**config.mk**
```make
export PLATFORM = sky130hd
export DESIGN_NAME = npsrch_ctrl
export DESIGN_NICKNAME = d
export VERILOG_FILES = /design/src/rtl/npsrch_pkg.sv /design/src/rtl/npsrch_ctrl.sv
export SDC_FILE = /design/constraint.sdc
export NUM_CORES = 1
export LEC_CHECK = 0
export BUFFER_PORTS_ARGS = -buffer_cell sky130_fd_sc_hd__buf_4
export CORE_ASPECT_RATIO = 0.9
export CORE_MARGIN = 5
export CORE_UTILIZATION = 40
export DETAILED_ROUTE_END_ITERATION = 10
export GPL_TIMING_DRIVEN = 0
export HOLD_SLACK_MARGIN = 0.05
export PLACE_DENSITY = 0.67
export SLEW_MARGIN = 20
export SYNTH_ARGS = -nofsm -noshare
export SYNTH_HDL_FRONTEND = slang
export SYNTH_SLANG_ARGS = --single-unit
```
**constraint.sdc**
```tcl
create_clock -name clk_i -period 2.7 [get_ports clk_i]
set_clock_uncertainty 0.1 [all_clocks]
set_input_delay 0.27 -clock clk_i [delete_from_list [all_inputs] [get_ports clk_i]]
set_output_delay 0.27 -clock clk_i [all_outputs]
set_load 0.05 [all_outputs]
```
**src/rtl/npsrch_pkg.sv**
```systemverilog
package npsrch_pkg;

  localparam int Rows      = 2;
  localparam int Cols      = 16;
  localparam int Slots     = Rows * Cols;
  localparam int SlotW     = (Slots > 1) ? $clog2(Slots) : 1;
  localparam int RowW      = 1;
  localparam int ColW      = 4;
  localparam int CoordW    = 28;
  localparam int DistW     = 28;
  localparam int DiffW     = 28;
  localparam int SqW       = 2 * DiffW + 1;
  localparam int RootW     = (SqW + 1) / 2;
  localparam int RemW      = RootW + 3;
  localparam int DrainW    = 2;
  localparam int DrainLast = 2;

  localparam logic ReqLoad  = 1'b0;
  localparam logic ReqQuery = 1'b1;

  typedef enum logic [2:0] {
    StIdle,
    StScan,
    StDrain,
    StFinish,
    StSqrt,
    StOut
  } state_e;

  typedef struct packed {
    logic             load_wr;
    logic             query_start;
    logic             issue;
    logic [SlotW-1:0] addr;
    logic             sqrt_start;
    logic             out_load;
  } cmd_t;

  typedef struct packed {
    logic found;
    logic sqrt_done;
    logic out_free;
  } status_t;

endpackage

```
**src/rtl/npsrch_ctrl.sv**
```systemverilog
module npsrch_ctrl (
  input  logic                 clk_i,
  input  logic                 rst_ni,
  input  logic                 in_valid_i,
  input  logic                 req_type_i,
  output logic                 in_stall_o,
  output npsrch_pkg::cmd_t     cmd_o,
  input  npsrch_pkg::status_t  status_i
);
  import npsrch_pkg::*;

  state_e            state_q, state_d;
  logic [SlotW-1:0]  addr_q;
  logic [DrainW-1:0] drain_q;
  logic              scan_last;
  logic              drain_last;

  assign scan_last  = (addr_q == SlotW'(Slots - 1));
  assign drain_last = (drain_q == DrainW'(DrainLast));

  always_comb begin
    state_d = state_q;
    unique case (state_q)
      StIdle: begin
        if (in_valid_i && (req_type_i == ReqQuery)) state_d = StScan;
      end
      StScan: begin
        if (scan_last) state_d = StDrain;
      end
      StDrain: begin
        if (drain_last) state_d = StFinish;
      end
      StFinish: begin
        state_d = status_i.found ? StSqrt : StOut;
      end
      StSqrt: begin
        if (status_i.sqrt_done) state_d = StOut;
      end
      StOut: begin
        if (status_i.out_free) state_d = StIdle;
      end
      default: state_d = StIdle;
    endcase
  end

  always_comb begin
    in_stall_o        = (state_q != StIdle);
    cmd_o             = '0;
    cmd_o.addr        = addr_q;
    unique case (state_q)
      StIdle: begin
        cmd_o.load_wr     = in_valid_i && (req_type_i == ReqLoad);
        cmd_o.query_start = in_valid_i && (req_type_i == ReqQuery);
      end
      StScan:   cmd_o.issue      = 1'b1;
      StFinish: cmd_o.sqrt_start = status_i.found;
      StOut:    cmd_o.out_load   = status_i.out_free;
      default: ;
    endcase
  end

  always_ff @(posedge clk_i or negedge rst_ni) begin
    if (!rst_ni) begin
      state_q <= StIdle;
      addr_q  <= '0;
      drain_q <= '0;
    end else begin
      state_q <= state_d;
      if (cmd_o.query_start) begin
        addr_q <= '0;
      end else if (state_q == StScan && !scan_last) begin
        addr_q <= addr_q + 1'b1;
      end
      if (state_q == StScan) begin
        drain_q <= '0;
      end else if (state_q == StDrain) begin
        drain_q <= drain_q + 1'b1;
      end
    end
  end

endmodule

```
==> results.toml <==
[timing]
post-route-period-util_pct = 82.7
clock.fmax_ghz = 0.448
finalMaxSlewViolations = 0
finalHoldViolations = 0
grt_setup_unrepaired = "false"
min_hold_slack_ps = 214
timing.final.setup_violations = 0
setup-tns-final_ps = 0
timing.final.crit_period_ps = 2230
maxSlewHeadroom_pct = 62.9
max_slew.worst_pin.slew_ps = 556

[outcome]
status = "finished, final reports clean"

[setup_path]
category_of_cells_accounting_for_the_largest_share_of_critical_path_delay = "simple AND/OR/NAND/NOR gates"
critPathLaunch = "addr_q[0]"
sum_of_buffers_and_inverters_on_the_critical_path = 0
reg2reg_depth = 6
critical_path.cell_chain = "ha_1 -> and3_1 -> ha_1 -> or4b_4 -> or3_1 -> a21oi_1"
crit_fanout = 5
endpoint_of_the_worst_slack_reg_to_reg_timing_path = "addr_q[3]"
worst_r2r_startpoint = "addr_q[0]"
cpMostUsedCell = "ha_1"
critical_path_required_ps = 2800
critPathCaptureType = "register"
start_kind = "register"
cpPeakStageDelay_ps = 510
ff2ff_setup_slack_ps = 470
crit_arrival_ps = 2330
slowest_stage = "or4b_4"
timing_worst_setup_path_type = "register to register"

[cts]
cts_sinks = 10
cts_tree = "yes"
clk_transition_reported_paths_ps = 60
cts_made_buffers = 3
clk-insertion-delay-late_ps = 270
cts-root-to-sink-buffers = 2
clock-root-buffer = "clkbuf_4"
count_of_h_tree_levels_built_during_cts = 1

[finish]
antenna_cells_inserted = 0
post_route_cells_drive_above_1_share_pct = 27.5
area_grow_syn2layout_pct = 31.5
instances_no_fill = 106
fill_cells = 138
fin_nets = 102

[logic_synthesis]
yosysTopAreaCellShare_pct = 39.9
yosysWarningCount = 0
synthArstFlopShare_pct = 100
ys_ff_latch = 10
syn_avg_cell_area_um2 = 9.08
predominant_post_synthesis_flop_cell = "dfrtp_1"
yosys.cell_count.top_type = "dfrtp_1"
netlist_top_cells_area = "dfrtp_1, o21ai_0, ha_1"
synthesis.nets = 79
sequential_fraction_of_the_synthesis_area_pct = 39.9
distinct_cells_synth = 28
edff_count_synth = 0
post_synth_instance_area_um2 = 627
yosys-top-cells-count = "dfrtp_1, o21ai_0, nand2_1"
synth_top_area_cell = "dfrtp_1"
synthCells = 69

[min_path]
holdPathEnd = "state_q[2]"
class_of_the_tightest_hold_or_removal_check = "input port to register"
hold_path_startpoint = "status_i[0]"
timing.hold.worst_path_depth = 4

[route]
via_count = 577
dr.first_iter.drc_count = 5
drc = 0
firstDrtPassIters = 3
routed_via_density = 5.44
drt-total-wl_um = 1400
per_cell_routed_wire_length_um = 13.2
antenna_violating_nets_post_route = 0

[global_route]
number_of_global_route_vias_before_repair = 498
grt_start_max_net_pins = 11
globalRoute.totalOverflow = 0
grt_use_total_pct = 12.7
grt_first_pass_wirelength_um = 2190
number_of_antenna_violations_at_the_first_check_in_global_routing = 0

[pwr]
p_int_mw = 0.448
p_switching_mw = 0.434
combinationalPowerShare_pct = 58.9
peakVddDrop_uv = 599
switch_share_pct = 49.2
power_leakage_nw = 0.388
flop_pwr_share_pct = 25.7
clockPowerShare_pct = 15.4
cellPowerDensity_nw_per_um2 = 1070

[place]
placed_cells = 101
gpl.final_weighted_congestion = 0.749
buffer_ports.inserted = 17
hpwl_um = 1090

[floorplanning]
die_h_um = 47.6
design.core.area_um2 = 1460
die_area_um2 = 2460
initial_utilization_pct = 42.8
io_pins = 18
floorplan.rows = 13
die_w_um = 51.7

[job]
max-cap-violations = 0
worst max path at each step:
stage,to,slack [ps],depth (start not counted)
6_report,addr_q[3],470,6
5_1_grt,addr_q[3],410,6
4_1_cts,addr_q[3],460,6
3_5_place_dp,addr_q[3],480,6
3_3_place_gp,addr_q[3],510,6
2_1_floorplan,addr_q[3],310,6
repair_timing:
| action | CTS | global route |
|---|---|---|
| buffers inserted | 0 | 0 |
| hold endpoints to repair | 10 | 0 |
| resized for setup | 0 | 0 |
| hold buffers | 1 | 0 |
metal layers:
layer	vias to the layer above	routed length (µm)	global-route usage, %
met4	0	11	3.66
li1	301	-	-
met3	2	64	6.54
met1	265	693	16.3
met2	9	630	18.8
met5	-	0	0
tightest hold or removal path, stage by stage:
cell	delay (ps)
buf_4	90
a21oi_1	50
nand2_1	50
o21ai_0	70
logic make-up (layout without fill, tap and decap cells):
family | after synthesis | after routing | share of synthesized area [%]
AOI/OAI and AO/OA | 21 | 21 | 20.8
muxes | 1 | 1 | 1.60
adders and majority gates | 3 | 3 | 5.99
DFF | 10 | 10 | 39.9
and+or+nand+nor | 28 | 28 | 27.9
buffers and inverters | 6 | 28 | 3.79
sequential cells by signal, indices dropped and copies added, names as in the netlist:
| name | cells |
|---|---|
| drain_q | 2 |
| state_q | 3 |
| addr_q | 5 |
layout by cell type, fill, tap and decap left out, drive strengths merged:
master       instances
buf                 18
dfrtp               10
o21ai                8
clkbuf               8
nand2                7
a21oi                5
or3                  3
ha                   3
nor3b                3
nor4b                3
nor2                 2
and3                 2
nor2b                2
a22o                 2
nand2b               2
inv                  1
o31ai                1
o21bai               1
or4b                 1
nand3                1
mux2i                1
o211ai               1
nor3                 1
a21o                 1
a211oi               1
nor4                 1
o32a                 1
dlygate4sd3          1
final cells by class:
cell class | instances | area [µm²] | area share (%)
buffer | 5 | 20.0 | 2.43
clock buffer | 4 | 36.3 | 4.40
inverter | 1 | 3.75 | 0.455
multi-input combinational | 53 | 358 | 43.4
sequential | 10 | 250 | 30.3
tap | 15 | 18.8 | 2.28
timing repair buffer | 18 | 138 | 16.7
power groups by stage:
stage | logic (mW) | clock network (mW) | registers (mW)
final | 0.519 | 0.136 | 0.226
after global routing | 0.560 | 0.149 | 0.231
after CTS | 0.522 | 0.139 | 0.226
after detailed placement | 0.520 | 0 | 0.229
after global placement | 0.517 | 0 | 0.228
after floorplan | 0.274 | 0 | 0.330
metrics by stage:
step	total power [mW]	util, %	setup WS, ps	instance area [µm²]
after floorplan	0.604	-	305	632
after global placement	0.744	53.2	506	778
after detailed placement	0.749	53.2	481	778
after CTS	0.888	56.3	463	825
after global routing	0.940	56.3	410	825
final	0.881	56.3	468	825
Power figures use the tool's default switching activity.
